[src/rtl/core/tcprx_pkg.sv]
`timescale 1ns / 1ps

package tcprx_pkg;

  // Connection state codes, shared by the step logic and the result beat
  localparam logic [3:0] ST_CLOSED     = 4'd0;
  localparam logic [3:0] ST_LISTEN     = 4'd1;
  localparam logic [3:0] ST_SYN_RCVD   = 4'd2;
  localparam logic [3:0] ST_SYN_SENT   = 4'd3;
  localparam logic [3:0] ST_ESTAB      = 4'd4;
  localparam logic [3:0] ST_PEER_FIN   = 4'd5;
  localparam logic [3:0] ST_LAST_ACK   = 4'd6;
  localparam logic [3:0] ST_FIN_WAIT1  = 4'd7;
  localparam logic [3:0] ST_FIN_WAIT2  = 4'd8;
  localparam logic [3:0] ST_CLOSING    = 4'd9;
  localparam logic [3:0] ST_LINGER     = 4'd10;

  // Item kinds
  localparam logic ACT_SEGMENT = 1'b0;
  localparam logic ACT_FORCE   = 1'b1;

  // Flag bit positions
  localparam int FLAG_FIN = 0;
  localparam int FLAG_SYN = 1;
  localparam int FLAG_RST = 2;
  localparam int FLAG_ACK = 4;

  // Reply codes
  localparam logic [1:0] REPLY_NONE   = 2'd0;
  localparam logic [1:0] REPLY_ACK    = 2'd1;
  localparam logic [1:0] REPLY_SYNACK = 2'd2;
  localparam logic [1:0] REPLY_RESET  = 2'd3;

  // Wakeup bits
  localparam logic [3:0] WAKE_SEND    = 4'b0001;
  localparam logic [3:0] WAKE_CONNECT = 4'b0010;
  localparam logic [3:0] WAKE_ACCEPT  = 4'b0100;
  localparam logic [3:0] WAKE_RECV    = 4'b1000;

  typedef struct packed {
    logic        action;
    logic [7:0]  seg_flags;
    logic [31:0] seg_seq;
    logic [31:0] seg_seq_end;
    logic [31:0] seg_ack;
    logic [15:0] peer_window;
    logic [15:0] payload_len;
    logic [31:0] send_next;
    logic [15:0] local_window;
    logic [3:0]  forced_state;
  } in_beat_t;

  typedef struct packed {
    logic [3:0]  next_state;
    logic [1:0]  reply_kind;
    logic        spawn_child;
    logic [31:0] child_expect;
    logic        remove_lookup;
    logic        release_port;
    logic [3:0]  wake_events;
    logic        start_timewait;
    logic [15:0] deliver_len;
    logic        dropped;
    logic [15:0] send_window;
  } out_beat_t;

  // Stored connection context seen by the step logic
  typedef struct packed {
    logic [3:0]  conn_state;
    logic [15:0] window_to_peer;
  } ctx_t;

  // Context update produced by one step
  typedef struct packed {
    logic [3:0]  conn_state;
    logic [15:0] window_to_peer;
    logic        load_seq;
  } upd_t;

  // a is before b in wrapping 32-bit sequence space
  function automatic logic seq_before(input logic [31:0] a, input logic [31:0] b);
    logic [31:0] d;
    d = a - b;
    return d[31];
  endfunction

endpackage

[src/rtl/core/tcprx_step.sv]
`timescale 1ns / 1ps

module tcprx_step (
  input  tcprx_pkg::in_beat_t  item,
  input  logic [31:0]          rcv_end,
  input  tcprx_pkg::ctx_t      ctx,
  output tcprx_pkg::out_beat_t res,
  output tcprx_pkg::upd_t      upd
);

  logic        drop;
  logic        bad;
  logic        win_ok;
  logic        ack_match;
  logic [3:0]  nstate;
  logic [15:0] nwin;
  logic [3:0]  win_wake;

  // Ack is already recorded as oldest unacked in the states that update
  // the window, so only the upper bound against send_next remains.
  assign win_ok = (item.seg_ack == item.send_next) ||
                  tcprx_pkg::seq_before(item.seg_ack, item.send_next);
  assign win_wake = (win_ok && (ctx.window_to_peer == '0)) ? tcprx_pkg::WAKE_SEND : 4'b0000;
  assign ack_match = (item.seg_ack == item.send_next) && item.seg_flags[tcprx_pkg::FLAG_ACK];

  always_comb begin
    res          = '0;
    drop         = 1'b0;
    bad          = 1'b0;
    nstate       = ctx.conn_state;
    nwin         = ctx.window_to_peer;
    upd.load_seq = 1'b0;

    if (item.action == tcprx_pkg::ACT_FORCE) begin
      nstate = (item.forced_state > tcprx_pkg::ST_LINGER) ? tcprx_pkg::ST_CLOSED
                                                          : item.forced_state;
    end else if (item.seg_flags[tcprx_pkg::FLAG_RST]) begin
      nstate            = tcprx_pkg::ST_CLOSED;
      res.remove_lookup = 1'b1;
    end else begin
      // synchronized states record ack/seq_end; all but syn-sent check the receive window
      if ((ctx.conn_state != tcprx_pkg::ST_CLOSED) &&
          (ctx.conn_state != tcprx_pkg::ST_LISTEN)) begin
        upd.load_seq = 1'b1;
        if ((ctx.conn_state != tcprx_pkg::ST_SYN_SENT) &&
            !tcprx_pkg::seq_before(item.seg_seq, rcv_end)) begin
          drop = 1'b1;
        end
      end

      if (!drop) begin
        unique case (ctx.conn_state)
          tcprx_pkg::ST_LISTEN: begin
            if (item.seg_flags[tcprx_pkg::FLAG_SYN]) begin
              res.spawn_child  = 1'b1;
              res.child_expect = item.seg_seq_end;
              res.reply_kind   = tcprx_pkg::REPLY_SYNACK;
            end else begin
              bad = 1'b1;
            end
          end
          tcprx_pkg::ST_SYN_RCVD: begin
            if (item.seg_flags[tcprx_pkg::FLAG_ACK]) begin
              nstate          = tcprx_pkg::ST_ESTAB;
              nwin            = win_ok ? item.peer_window : ctx.window_to_peer;
              res.wake_events = win_wake | tcprx_pkg::WAKE_ACCEPT;
            end else begin
              bad = 1'b1;
            end
          end
          tcprx_pkg::ST_SYN_SENT: begin
            if (item.seg_flags[tcprx_pkg::FLAG_ACK] || item.seg_flags[tcprx_pkg::FLAG_SYN]) begin
              nstate          = tcprx_pkg::ST_ESTAB;
              nwin            = win_ok ? item.peer_window : ctx.window_to_peer;
              res.wake_events = win_wake | tcprx_pkg::WAKE_CONNECT;
              res.reply_kind  = tcprx_pkg::REPLY_ACK;
            end else begin
              bad = 1'b1;
            end
          end
          tcprx_pkg::ST_ESTAB: begin
            priority if (item.seg_flags[tcprx_pkg::FLAG_FIN]) begin
              nstate          = tcprx_pkg::ST_PEER_FIN;
              res.reply_kind  = tcprx_pkg::REPLY_ACK;
              res.wake_events = tcprx_pkg::WAKE_RECV;
            end else if (item.seg_flags[tcprx_pkg::FLAG_ACK]) begin
              nwin = win_ok ? item.peer_window : ctx.window_to_peer;
              if (item.payload_len != '0) begin
                res.deliver_len = item.payload_len;
                res.wake_events = win_wake | tcprx_pkg::WAKE_RECV;
              end else begin
                res.wake_events = win_wake;
              end
            end else begin
              bad = 1'b1;
            end
          end
          tcprx_pkg::ST_LAST_ACK: begin
            if (ack_match) begin
              res.remove_lookup = 1'b1;
              res.release_port  = 1'b1;
              nstate            = tcprx_pkg::ST_CLOSED;
            end else begin
              bad = 1'b1;
            end
          end
          tcprx_pkg::ST_FIN_WAIT1: begin
            if (ack_match) begin
              nstate = tcprx_pkg::ST_FIN_WAIT2;
            end else begin
              bad = 1'b1;
            end
          end
          tcprx_pkg::ST_FIN_WAIT2: begin
            if ((item.seg_ack == item.send_next) &&
                (item.seg_flags[tcprx_pkg::FLAG_FIN] || item.seg_flags[tcprx_pkg::FLAG_ACK])) begin
              nstate             = tcprx_pkg::ST_LINGER;
              res.start_timewait = 1'b1;
              res.reply_kind     = tcprx_pkg::REPLY_ACK;
            end else begin
              bad = 1'b1;
            end
          end
          // closed, peer fin seen, closing, linger and unused codes
          default: begin
            bad = 1'b1;
          end
        endcase

        if (bad) begin
          res.reply_kind = tcprx_pkg::REPLY_RESET;
          nstate         = tcprx_pkg::ST_CLOSED;
        end
      end
    end

    res.dropped        = drop;
    res.next_state     = nstate;
    res.send_window    = nwin;
    upd.conn_state     = nstate;
    upd.window_to_peer = nwin;
  end

endmodule

[src/rtl/core/tcp_receive_state_machine.sv]
`timescale 1ns / 1ps
// Each beat passes through the input register and then the result register;
// the input register holds its beat while the result register is full and stalled.
// Throughput: one beat per cycle while out_stall is low; the state update is
// combinational between the input register and the result register.
// Reset (rst_n low, synchronous): both channels empty, connection closed,
// recorded sequence numbers and send window zero.

module tcp_receive_state_machine (
  input  logic                 clk,
  input  logic                 rst_n,
  input  logic                 in_valid,
  output logic                 in_stall,
  input  tcprx_pkg::in_beat_t  in_data,
  output logic                 out_valid,
  input  logic                 out_stall,
  output tcprx_pkg::out_beat_t out_data
);

  logic                 in_valid_r;
  tcprx_pkg::in_beat_t  in_r;
  logic [31:0]          rcv_end_r;
  logic [31:0]          rcv_end_nxt;
  logic                 out_valid_r;
  tcprx_pkg::out_beat_t out_r;

  logic [3:0]           conn_state_r;
  logic [31:0]          oldest_unacked_r;
  logic [31:0]          expect_next_r;
  logic [15:0]          window_to_peer_r;

  logic                 in_acc;
  logic                 adv;
  tcprx_pkg::ctx_t      ctx;
  tcprx_pkg::out_beat_t res;
  tcprx_pkg::upd_t      upd;

  // Handshake: the input register moves on when the result slot is free or drains
  assign adv      = in_valid_r && (!out_valid_r || !out_stall);
  assign in_stall = in_valid_r && !adv;
  assign in_acc   = in_valid && !in_stall;

  // Right edge of the receive window, taken at accept: seq_end + max(window, 1)
  assign rcv_end_nxt = in_data.seg_seq_end +
                       {16'd0, ((in_data.local_window > 16'd1) ? in_data.local_window : 16'd1)};

  // Input register
  always_ff @(posedge clk) begin
    if (!rst_n) begin
      in_valid_r <= 1'b0;
    end else if (in_acc) begin
      in_valid_r <= 1'b1;
    end else if (adv) begin
      in_valid_r <= 1'b0;
    end
  end

  always_ff @(posedge clk) begin
    if (in_acc) begin
      in_r      <= in_data;
      rcv_end_r <= rcv_end_nxt;
    end
  end

  assign ctx.conn_state     = conn_state_r;
  assign ctx.window_to_peer = window_to_peer_r;

  tcprx_step u_step (
    .item    (in_r),
    .rcv_end (rcv_end_r),
    .ctx     (ctx),
    .res     (res),
    .upd     (upd)
  );

  // Connection context, updated as a beat moves to the result register
  always_ff @(posedge clk) begin
    if (!rst_n) begin
      conn_state_r     <= tcprx_pkg::ST_CLOSED;
      oldest_unacked_r <= '0;
      expect_next_r    <= '0;
      window_to_peer_r <= '0;
    end else if (adv) begin
      conn_state_r     <= upd.conn_state;
      window_to_peer_r <= upd.window_to_peer;
      if (upd.load_seq) begin
        oldest_unacked_r <= in_r.seg_ack;
        expect_next_r    <= in_r.seg_seq_end;
      end
    end
  end

  // Result register
  always_ff @(posedge clk) begin
    if (!rst_n) begin
      out_valid_r <= 1'b0;
    end else if (adv) begin
      out_valid_r <= 1'b1;
    end else if (!out_stall) begin
      out_valid_r <= 1'b0;
    end
  end

  always_ff @(posedge clk) begin
    if (adv) begin
      out_r <= res;
    end
  end

  assign out_valid = out_valid_r;
  assign out_data  = out_r;

  // A held input beat is never lost
  a_in_hold: assert property (@(posedge clk) disable iff (!rst_n)
    (in_valid_r && !adv) |=> in_valid_r)
    else $error("input beat lost while stalled");

  // Every advance produces a result beat
  a_adv_out: assert property (@(posedge clk) disable iff (!rst_n)
    adv |=> out_valid_r)
    else $error("advance without result beat");

  // Stored state never leaves the defined codes
  a_state_range: assert property (@(posedge clk) disable iff (!rst_n)
    conn_state_r <= tcprx_pkg::ST_LINGER)
    else $error("connection state out of range");

  // Dropped segments carry no reply and no delivery
  a_drop_quiet: assert property (@(posedge clk) disable iff (!rst_n)
    (out_valid_r && out_r.dropped) |->
      (out_r.reply_kind == tcprx_pkg::REPLY_NONE && out_r.deliver_len == '0))
    else $error("dropped segment produced reply or data");

  // Child sequence is only reported with a spawn
  a_child: assert property (@(posedge clk) disable iff (!rst_n)
    (out_valid_r && !out_r.spawn_child) |-> (out_r.child_expect == '0))
    else $error("child_expect set without spawn");

endmodule
[config.mk]
export PLATFORM = sky130hd
export DESIGN_NAME = tcp_receive_state_machine
export DESIGN_NICKNAME = d
export VERILOG_FILES = /design/src/rtl/core/tcprx_pkg.sv /design/src/rtl/core/tcprx_step.sv /design/src/rtl/core/tcp_receive_state_machine.sv
export SDC_FILE = /design/constraint.sdc
export NUM_CORES = 1
export LEC_CHECK = 0
export ABC_AREA = 1
export BUFFER_PORTS_ARGS = -buffer_cell sky130_fd_sc_hd__buf_2
export CORE_MARGIN = 5
export CORE_UTILIZATION = 30
export CTS_CLUSTER_DIAMETER = 60
export DETAILED_ROUTE_END_ITERATION = 7
export GPL_TIMING_DRIVEN = 0
export PLACE_DENSITY = 0.49
export SETUP_SLACK_MARGIN = 0.2
export SLEW_MARGIN = 10
export SYNTH_ARGS = -nofsm -noshare
export SYNTH_HDL_FRONTEND = slang
export SYNTH_SLANG_ARGS = --single-unit
[constraint.sdc]
create_clock -name clk -period 11.96 [get_ports clk]
set_input_delay 1.794 -clock clk [delete_from_list [all_inputs] [get_ports clk]]
set_output_delay 1.794 -clock clk [all_outputs]
set_load 0.005 [all_outputs]
==> results list, run 1 <==
* Fin Hold WS: 0.490 ns
- TritonCTS built the clock tree.
- Counting distinct cell types in the post-synthesis netlist gives 45.
- Summing internal, switching and leakage power gives 2.72 mW.
* Filler Cell Count: 4582
* Worst Slack Setup Final: 7.80 ns
* Final std cells w/o fill: 2238
* Per-cell routed wire length: 15.9 um
* Kind of path behind the tightest hold check: flop to flop
* XOR/XNOR Fraction of Synth Area: 2.06%
- The first routing iteration left 579 violations.
- Synthesized net count: 1556
- Sequential fraction of design power: 46.0%
* Worst path required time: 12.23 ns
* IO buf count: 269
- The worst setup path is captured at a flop.
- Total area of sequential cells: 0.00885 mm2
- Number of maximum-capacitance constraint violations: 0
- Critical path launch point type: input port
- In this run the power spent charging and discharging nets is 670 uW.
- The worst setup path is of the input port to flop kind.
* Root cell of the clock tree: sky130_fd_sc_hd__clkbuf_16
* Die footprint: 0.0510 mm2
- Per-cell via count in the routed design: 4.43
- Summed over all cells, the static leakage comes to 7.93 nW.
* IR drop worst, VDD: 0.000107 V
- HPWL after detailed placement: 26.8 mm
* Adder and majority gate portion of the synthesized area: 7.03%
- Standard-cell rows: 79
* Transition time at the pin with the least slew margin: 0.812 ns
* Proportion of total power due to net switching: 24.6%
- By area, the combinational part of the netlist is dominated by simple AND/OR/NAND/NOR gates.
* Count of H-tree levels built during CTS: 2
* Post-synthesis instance area: 0.0140 mm2
- For this run, asynchronously set or reset flops after synthesis account for 0%.
* Post-Place Cells: 2163
- The worst path needs 4.16 ns of the cycle, external delays included.
- The worst path uses 34.7% of the clock period.
- Vias in the first global route: 9996
- Compound-gate portion of the synthesized area: 4.36%
- Routed Wire Length: 35.5 mm
- Combinational logic burns 10.6% of the power.
- Global-route wire length before repair: 54.6 mm
* Worst-skew pair later-pin latency: 0.55 ns
- For this run, the post-layout net count is 1869.
- After global routing the overflow that remains totals 0.
- Slew Viols, Final: 0
- Largest net degree at the start of global routing: 103
- Width of the die: 226 um
- The first TritonRoute pass finished after 5 iterations.
* Count of buffers added by post-CTS timing repair for setup: 0
* Synth Flop Type: sky130_fd_sc_hd__edfxtp_1
- Counting the buffers created by CTS gives 40.
- The internal power of the cells totals 2.05 mW.
* Starting utilization of the core area: 30.2%
- Cell count after synthesis: 1285
- Fraction of layout instances using a drive strength above 1: 23.5%
- Setup repair after global routing left no endpoint under its margin.
* Synthesized area per cell: 10.9 um2
* Final routed DRC violation total: 0
- On the critical path, the stage with the largest delay is an instance of sky130_fd_sc_hd__fa_1.
- Routability-driven placement finished with a final weighted congestion of 0.808.
- Worst Setup Slack post-DPL: 7.12 ns
- The multi-input combinational cells in the finished layout cover a total of 0.00408 mm2.
- After synthesis, flip-flops and latches occupy 63.3% of the total area.
- Mux cell area share after synthesis: 0%
- In this run the tightest slew margin relative to its limit is 45.9%.
* Critical path peak fanout: 4
* Fraction of the mapped netlist area in simple logic gates: 15.7%
- The detail route stage leaves a number of antenna-violating nets equal to 0.
- Pwr Density: 156 mW/mm2
* Synth warnings: 0
- CTS clk-pin slew, worst paths: 0.05 ns
* Number of synthesized flops with an enable pin: 280
* Part of the total power dissipated in the clock network: 43.4%
* Final hold violation count: 0
- Slowest stage delay, CP: 0.41 ns
- Layout Skew: 0.0218 ns
* Core ar.: 0.0464 mm2
- Clock Sink Count: 302
* Run status: finished, final reports clean
- Compared with the post-synthesis result, the final layout area differs by 24.9%.
* Total GRT Usage: 13.7%
- For this block, the via count after detailed routing is 9918.
* Crit-path cells: buf_2 > nor3_1 > a41o_1 > ha_1 > fa_1 > nand3_1 > nand2_1 > a21oi_1 > o21ai_2 > a21boi_2 > o21ai_0 > nand2_1 > o21ai_0 > xor2_1
* Die Y: 226 um
- Cts hold-fix bufs: 0
- Post-CTS resize count: 0
* Post-route setup TNS: 0 ns
- Clock tree buffer depth: 3
- Fmax: 241 MHz
- Final setup fails: 0
- Top-Level Pins: 274
- After synthesis the netlist holds a flip-flop and latch count of 302.
- The number of antenna violations at the first check in global routing was 7.
* Arrival time reported for the critical path endpoint: 4.42 ns
[final timing paths]
| kind | cells after the start | end | slack, ns | from |
|---|---|---|---|---|
| worst max-delay path | 14 | rcv_end_r[28] | 7.80 | in_data[7] |
| worst min-delay path | 2 | out_valid | 0.49 | in_valid_r |
| worst max register to register | 16 | out_data[15] | 9.21 | in_r[172] |
| worst min register to register | 2 | out_valid | 0.49 | in_valid_r |
[power groups by stage]
stage          clock network [mW]  logic [mW]  registers, mW
6_report                     1.18       0.288           1.25
5_1_grt                      1.27       0.331           1.26
4_1_cts                      1.22       0.295           1.25
3_5_place_dp                    0       0.293           1.27
3_3_place_gp                    0       0.286           1.28
2_1_floorplan                   0       0.180           1.27
[Yosys cell counts, types with 3 or more instances]
library cell | instances | area (um2)
sky130_fd_sc_hd__edfxtp_1 | 280 | 8410
sky130_fd_sc_hd__nor3_2 | 4 | 40.0
sky130_fd_sc_hd__inv_1 | 236 | 886
sky130_fd_sc_hd__buf_2 | 6 | 30.0
sky130_fd_sc_hd__dfxtp_1 | 22 | 440
sky130_fd_sc_hd__a21oi_1 | 61 | 305
sky130_fd_sc_hd__nor3_1 | 12 | 60.1
sky130_fd_sc_hd__nand2_1 | 236 | 886
sky130_fd_sc_hd__ha_1 | 77 | 963
sky130_fd_sc_hd__nand3_1 | 60 | 300
sky130_fd_sc_hd__inv_2 | 6 | 22.5
sky130_fd_sc_hd__nor2_2 | 3 | 18.8
sky130_fd_sc_hd__xnor2_1 | 13 | 114
sky130_fd_sc_hd__clkbuf_1 | 22 | 82.6
sky130_fd_sc_hd__a21o_1 | 4 | 30.0
sky130_fd_sc_hd__buf_6 | 3 | 33.8
sky130_fd_sc_hd__nor4_1 | 12 | 75.1
sky130_fd_sc_hd__nor2_1 | 104 | 390
sky130_fd_sc_hd__o21ai_0 | 27 | 135
sky130_fd_sc_hd__a21oi_2 | 4 | 35.0
sky130_fd_sc_hd__o21ai_2 | 3 | 26.3
sky130_fd_sc_hd__nand3_2 | 3 | 30.0
sky130_fd_sc_hd__nand4_1 | 41 | 257
sky130_fd_sc_hd__or2_2 | 3 | 18.8
sky130_fd_sc_hd__xor2_1 | 18 | 158
sky130_fd_sc_hd__nand2_2 | 3 | 18.8
[sequential cells by signal (all words and copies together) (netlist names)]
name / flops
in_valid_r: 1
conn_state_r: 4
out_valid: 1
rcv_end_r: 32
in_r: 169
out_data: 79
window_to_peer_r: 16
[stage by stage]
step | instance area, um2 | utilization (%)
finish | 17500 | 37.7
global route | 17500 | 37.7
CTS | 17500 | 37.7
detailed placement | 16200 | 34.9
global placement | 16100 | 34.7
floorplan | 14000 | -
[layer usage]
layer  vias to the layer above  global-route usage (%)  routed length (um)
li1                       4954                       -                   -
met1                      4633                    17.4               15200
met2                       261                    22.7               16700
met3                        58                    3.78                2780
met4                        12                    4.45                 768
met5                         -                       0                  69
[cell families after synthesis]
group           Yosys count
simple gates            490
buf+inv                 274
compound gates          109
flops                   302
xor+xnor                 32
fa+ha+maj                78
[critical path: cells and delay by family]
family	cells	cell delay (ns)
AOI/OAI and AO/OA	6	1.36
adders and majority gates	2	0.63
and+or+nand+nor	4	0.37
xor gates and xnor gates	1	0.18
buffers and inverters	1	0.09
[layout by cell type, fill, tap and decap left out, types with 4 or more instances in the layout]
cell	instances
sky130_fd_sc_hd__inv_2	6
sky130_fd_sc_hd__inv_6	6
sky130_fd_sc_hd__a21o_1	4
sky130_fd_sc_hd__edfxtp_1	280
sky130_fd_sc_hd__xnor2_1	13
sky130_fd_sc_hd__buf_2	275
sky130_fd_sc_hd__nand3_1	60
sky130_fd_sc_hd__nand4_1	41
sky130_fd_sc_hd__nor3_2	4
sky130_fd_sc_hd__o21ai_0	27
sky130_fd_sc_hd__clkbuf_16	41
sky130_fd_sc_hd__ha_1	77
sky130_fd_sc_hd__nand2_1	236
sky130_fd_sc_hd__clkinv_1	6
sky130_fd_sc_hd__dfxtp_1	22
sky130_fd_sc_hd__nor3_1	12
sky130_fd_sc_hd__nor2_1	104
sky130_fd_sc_hd__a21oi_1	61
sky130_fd_sc_hd__clkinv_2	7
sky130_fd_sc_hd__clkbuf_1	27
sky130_fd_sc_hd__inv_1	235
sky130_fd_sc_hd__a21oi_2	4
sky130_fd_sc_hd__xor2_1	18
sky130_fd_sc_hd__nor4_1	12
[cell type report]
type / count / area share (%)
plain buffers: 31 / 0.859
diodes: 1 / 0.0143
multi-input cells: 709 / 23.3
clock buffers: 49 / 6.16
clock inverters: 25 / 1.32
repair buffers: 271 / 8.02
inverters: 243 / 5.28
well taps: 607 / 4.35
flip-flops and latches: 302 / 50.7
Note: power is estimated with default switching activity, not from simulation.
==> inputs of run 2 (changes only) <==
--- a/config.mk
+++ b/config.mk
@@ -5,7 +5,7 @@
 export SDC_FILE = /design/constraint.sdc
 export NUM_CORES = 1
 export LEC_CHECK = 0
-export ABC_AREA = 1
+export ABC_AREA = 0
 export BUFFER_PORTS_ARGS = -buffer_cell sky130_fd_sc_hd__buf_2
 export CORE_MARGIN = 5
 export CORE_UTILIZATION = 30
==> constraint.sdc (replaced) <==
create_clock -name clk -period 4.3 [get_ports clk]
set_input_delay 0.645 -clock clk [delete_from_list [all_inputs] [get_ports clk]]
set_output_delay 0.645 -clock clk [all_outputs]
set_load 0.005 [all_outputs]
==> run 2 against run 1 <==
  * Sequential power grew to 2.8 times the previous value
  * Routed wire length shrank 10%
  * Sequential cell count is the same
  * Clock-buffer cell count grew 2
  * Die area shrank 5.5%
  * Combinational power grew 120%
  * Clock skew shrank 0.0076 ns
  * Final area shrank 3.9%
  * Critical path depth shrank 1
  * Largest cell class unchanged
  * Final cell count shrank 16%
  * First-iteration DRC count shrank 34%
  * Area after synthesis shrank 5.7%
==> results list, run 2 <==
- The chip width is 220 um (was 226 um).
- Count of H-tree levels built during CTS: 2 (unchanged)
- Most area-consuming cells after synthesis: sky130_fd_sc_hd__edfxtp_1, sky130_fd_sc_hd__ha_1, sky130_fd_sc_hd__dfxtp_1, sky130_fd_sc_hd__and2_1, sky130_fd_sc_hd__inv_1 (was sky130_fd_sc_hd__edfxtp_1, sky130_fd_sc_hd__ha_1, sky130_fd_sc_hd__inv_1, sky130_fd_sc_hd__nand2_1, sky130_fd_sc_hd__dfxtp_1).
- The data required time of the worst path came to 4.59 ns (was 12.23 ns).
- The worst path setup slack after routing is 0.720 ns (was 7.80 ns).
- Final setup fails: 0 (unchanged)
- Share of the synthesized area in the top cell type: 63.8% (was 60.1%)
- RePlAce Congestion: 0.787 (was 0.808)
- Synth Flop Type: sky130_fd_sc_hd__edfxtp_1 (unchanged)
- Final antenna-violating net count: 0 (unchanged)
- Post-synthesis instance area: 0.0132 mm2 (was 0.0140 mm2)
- The synthesis-to-finish area growth came to 27.4% (was 24.9%).
- The part of the Yosys area used for sequential elements came to 67.1% (was 63.3%).
- Top-Level Pins: 274 (unchanged)
* Cell count after synthesis: 944 (was 1285)
- The initial core utilization is 30.5% (was 30.2%).
* Number of synthesized register bits: 302 (unchanged)
- Unrepaired setup endpoints after global routing: false (unchanged)
- Number of CTS-inserted buffers: 40 (unchanged)
* Arrival time reported for the critical path endpoint: 3.87 ns (was 4.42 ns)
* Final routed DRC violation total: 0 (unchanged)
* IR drop worst, VDD: 0.000281 V (was 0.000107 V)
- Area after detailed placement: 0.0155 mm2 (was 0.0162 mm2)
* Critical path launch point type: input port (unchanged)
- For the finished layout, the period the worst path requires is 3.58 ns.
- The final net count was 1536 (was 1869).
- The leakage power is 6.90 nW (was 7.93 nW).
- The worst slack after detailed placement came to 0.0999 ns (was 7.12 ns).
- The cell at the root of the clock tree is sky130_fd_sc_hd__clkbuf_16 (unchanged).
- Worst-case headroom to the max-slew limit: 45.6% (was 45.9%)
* Count of buffers added by post-CTS timing repair for setup: 0 (unchanged)
- Cts hold-fix bufs: 0 (unchanged)
- The most frequent standard cell in the layout excluding fill and tap cells is sky130_fd_sc_hd__edfxtp_1 (unchanged).
- The final max-slew violation count is 0 (unchanged).
* Total GRT Usage: 13.0% (was 13.7%)
* Die footprint: 0.0483 mm2 (was 0.0510 mm2)
* Vias in the first global route: 8687 (was 9996)
- Final period util: 83.3%
- The number of distinct library cells after synthesis is 72 (was 45).
- The maximum fanout count along the critical path came to 8 (was 4).
- Clock tree buffer depth: 3 (unchanged)
- Highest-count cells in the layout ignoring fill and taps: sky130_fd_sc_hd__edfxtp_1, sky130_fd_sc_hd__buf_2, sky130_fd_sc_hd__ha_1, sky130_fd_sc_hd__inv_1, sky130_fd_sc_hd__nand2_1 (was sky130_fd_sc_hd__edfxtp_1, sky130_fd_sc_hd__buf_2, sky130_fd_sc_hd__nand2_1, sky130_fd_sc_hd__inv_1, sky130_fd_sc_hd__nor2_1).
* Final std cells w/o fill: 1879 (was 2238)
- Kind of path behind the tightest hold check: input port to flop (was flop to flop)
- The kind of critical path is input port to flop (unchanged).
* Clock Sink Count: 302 (unchanged)
- The cell count after placement came to 1808 (was 2163).
* Synth warnings: 0 (unchanged)
* Post-route setup TNS: 0 ns (unchanged)
- Final hold violation count: 0 (unchanged)
- CTS clk-pin slew, worst paths: 0.05 ns (about the same)
* Final core occ: 38.8% (was 37.7%)
* Fmax: 279 MHz
- Transition time at the pin with the least slew margin: 0.815 ns (was 0.812 ns)
- Post-synth ARST share: 0% (unchanged)
- The largest register by flop count is in_r (unchanged).
- Per-cell via count in the routed design: 4.48 (was 4.43)
* HPWL after detailed placement: 24.2 mm (was 26.8 mm)
* Worst-skew pair later-pin latency: 0.54 ns (was 0.55 ns)
- Most frequent cells after synthesis: sky130_fd_sc_hd__edfxtp_1, sky130_fd_sc_hd__ha_1, sky130_fd_sc_hd__inv_1, sky130_fd_sc_hd__nand2_1, sky130_fd_sc_hd__and2_1 (was sky130_fd_sc_hd__edfxtp_1, sky130_fd_sc_hd__inv_1, sky130_fd_sc_hd__nand2_1, sky130_fd_sc_hd__nor2_1, sky130_fd_sc_hd__ha_1)
- Core ar.: 0.0433 mm2 (was 0.0464 mm2)
- The die outline height came to 220 um (was 226 um).
* Largest net degree at the start of global routing: 31 (was 103)
* Flip-flop count of the largest register, all copies and words added: 169 (unchanged)
* Synthesized net count: 1215 (was 1556)
- The total wire length was 31.8 mm (was 35.5 mm).
- Standard-cell rows: 76 (was 79)
* Number of synthesized flops with an enable pin: 280 (unchanged)
- Per-cell routed wire length: 16.9 um (was 15.9 um)
* Non-Filler Cell Area, Final: 0.0168 mm2 (was 0.0175 mm2)
- Synthesized area per cell: 14.0 um2 (was 10.9 um2)
- Run status: finished, final reports clean (unchanged).
* Hold path cells: 1 (was 2)
- First-pass iteration count of the detailed router: 4 (was 5)
* Most common cell in the synthesized netlist: sky130_fd_sc_hd__edfxtp_1 (unchanged)
* Fraction of layout instances using a drive strength above 1: 29.0% (was 23.5%)
* Number of maximum-capacitance constraint violations: 0 (unchanged)
- Fin Hold WS: 0.276 ns (was 0.490 ns)
- Capturing element type of the critical path: flop (unchanged)
- The number of buffers inserted by port buffering was 268 (was 269).
- Cell depth of the worst flop-to-flop path: 11 (was 16)
* Layout Skew: 0.0143 ns (was 0.0218 ns)
- Initial antenna violation count: 9 (was 7)
* Global-route wire length before repair: 48.3 mm (was 54.6 mm)
* Final global-route overflow total: 0 (unchanged)
- Pwr Density: 434 mW/mm2 (was 156 mW/mm2)
- The total via count after detailed routing was 8415 (was 9918).
- The final total power came to 7.30 mW (was 2.72 mW).
- Post-CTS resize count: 0 (unchanged)
- The DRC violation total after the first TritonRoute iteration was 383 (was 579).
* TritonCTS clock tree: built (unchanged)
- The cell taking the most area after synthesis was sky130_fd_sc_hd__edfxtp_1 (unchanged).
[run 2: cell types whose count changed in the layout (fill, tap and decap cells not counted), moves of 8 or more]
cell | before | now
sky130_fd_sc_hd__buf_12 | 0 | 10
sky130_fd_sc_hd__nand4_1 | 41 | 17
sky130_fd_sc_hd__mux2i_1 | 0 | 17
sky130_fd_sc_hd__a21oi_1 | 61 | 42
sky130_fd_sc_hd__inv_1 | 235 | 71
sky130_fd_sc_hd__nand2_1 | 236 | 68
sky130_fd_sc_hd__a21o_1 | 4 | 12
sky130_fd_sc_hd__and2_1 | 0 | 51
sky130_fd_sc_hd__and3_1 | 1 | 9
sky130_fd_sc_hd__clkbuf_1 | 27 | 38
sky130_fd_sc_hd__nand3_1 | 60 | 13
sky130_fd_sc_hd__nor2_1 | 104 | 42
sky130_fd_sc_hd__mux2_4 | 0 | 9
[run 2: where the power goes]
| group | switching, mW | leakage (nW) | internal (mW) |
|---|---|---|---|
| Clock | 1.24 | 0.614 | 1.99 |
| Combinational | 0.353 | 3.35 | 0.272 |
| Sequential | 0.0462 | 2.93 | 3.39 |
[run 2: final cells by class]
type | instances | area (um2)
repair buffers | 279 | 1580
inverters | 71 | 267
fillers | 4119 | 26500
well taps | 585 | 732
multi-input cells | 535 | 3920
clock inverters | 17 | 205
clock buffers | 51 | 1060
flip-flops and latches | 302 | 8850
diodes | 3 | 7.51
plain buffers | 36 | 175
[run 2: logic make-up after synthesis]
| logic type | synth area share (%) |
|---|---|
| XOR/XNOR | 2.13 |
| multiplexers | 2.91 |
| adder cells (fa/ha/maj) | 7.46 |
| flip-flops | 67.1 |
| AND/OR/NAND/NOR | 10.1 |
| AO/OA/AOI/OAI | 6.99 |
| buffers and inverters | 3.35 |
[run 2: layer usage]
| metal | wire length (um) | part of all wire (%) | vias up | track usage, % |
|---|---|---|---|---|
| li1 | - | - | 4139 | - |
| met1 | 13400 | 42 | 3973 | 15.9 |
| met2 | 15200 | 48 | 223 | 21.7 |
| met3 | 2390 | 7.5 | 68 | 4.22 |
| met4 | 753 | 2.4 | 12 | 4.49 |
| met5 | 69 | 0.22 | - | 0 |
[run 2: critical path, stage by stage]
cell and delay, ns:
sky130_fd_sc_hd__buf_2 0.12, sky130_fd_sc_hd__nor3_1 0.06, sky130_fd_sc_hd__a41o_1 0.28, sky130_fd_sc_hd__ha_1 0.22
sky130_fd_sc_hd__fa_1 0.43, sky130_fd_sc_hd__a211o_1 0.36, sky130_fd_sc_hd__a21oi_2 0.16, sky130_fd_sc_hd__o21ai_1 0.13
sky130_fd_sc_hd__a2111oi_4 0.41, sky130_fd_sc_hd__o311ai_1 0.20, sky130_fd_sc_hd__a21oi_2 0.45, sky130_fd_sc_hd__and3b_1 0.25
sky130_fd_sc_hd__xor2_1 0.14
[run 2: path summary, 6_finish.rpt]
| kind | from | endpoint | slack [ns] |
|---|---|---|---|
| worst max-delay path | in_data[6] | rcv_end_r[30] | 0.72 |
| worst max register to register | in_r[114] | out_data[2] | 0.80 |
| worst min register to register | window_to_peer_r[0] | window_to_peer_r[0] | 0.47 |
| worst min-delay path | in_data[99] | in_r[99] | 0.28 |
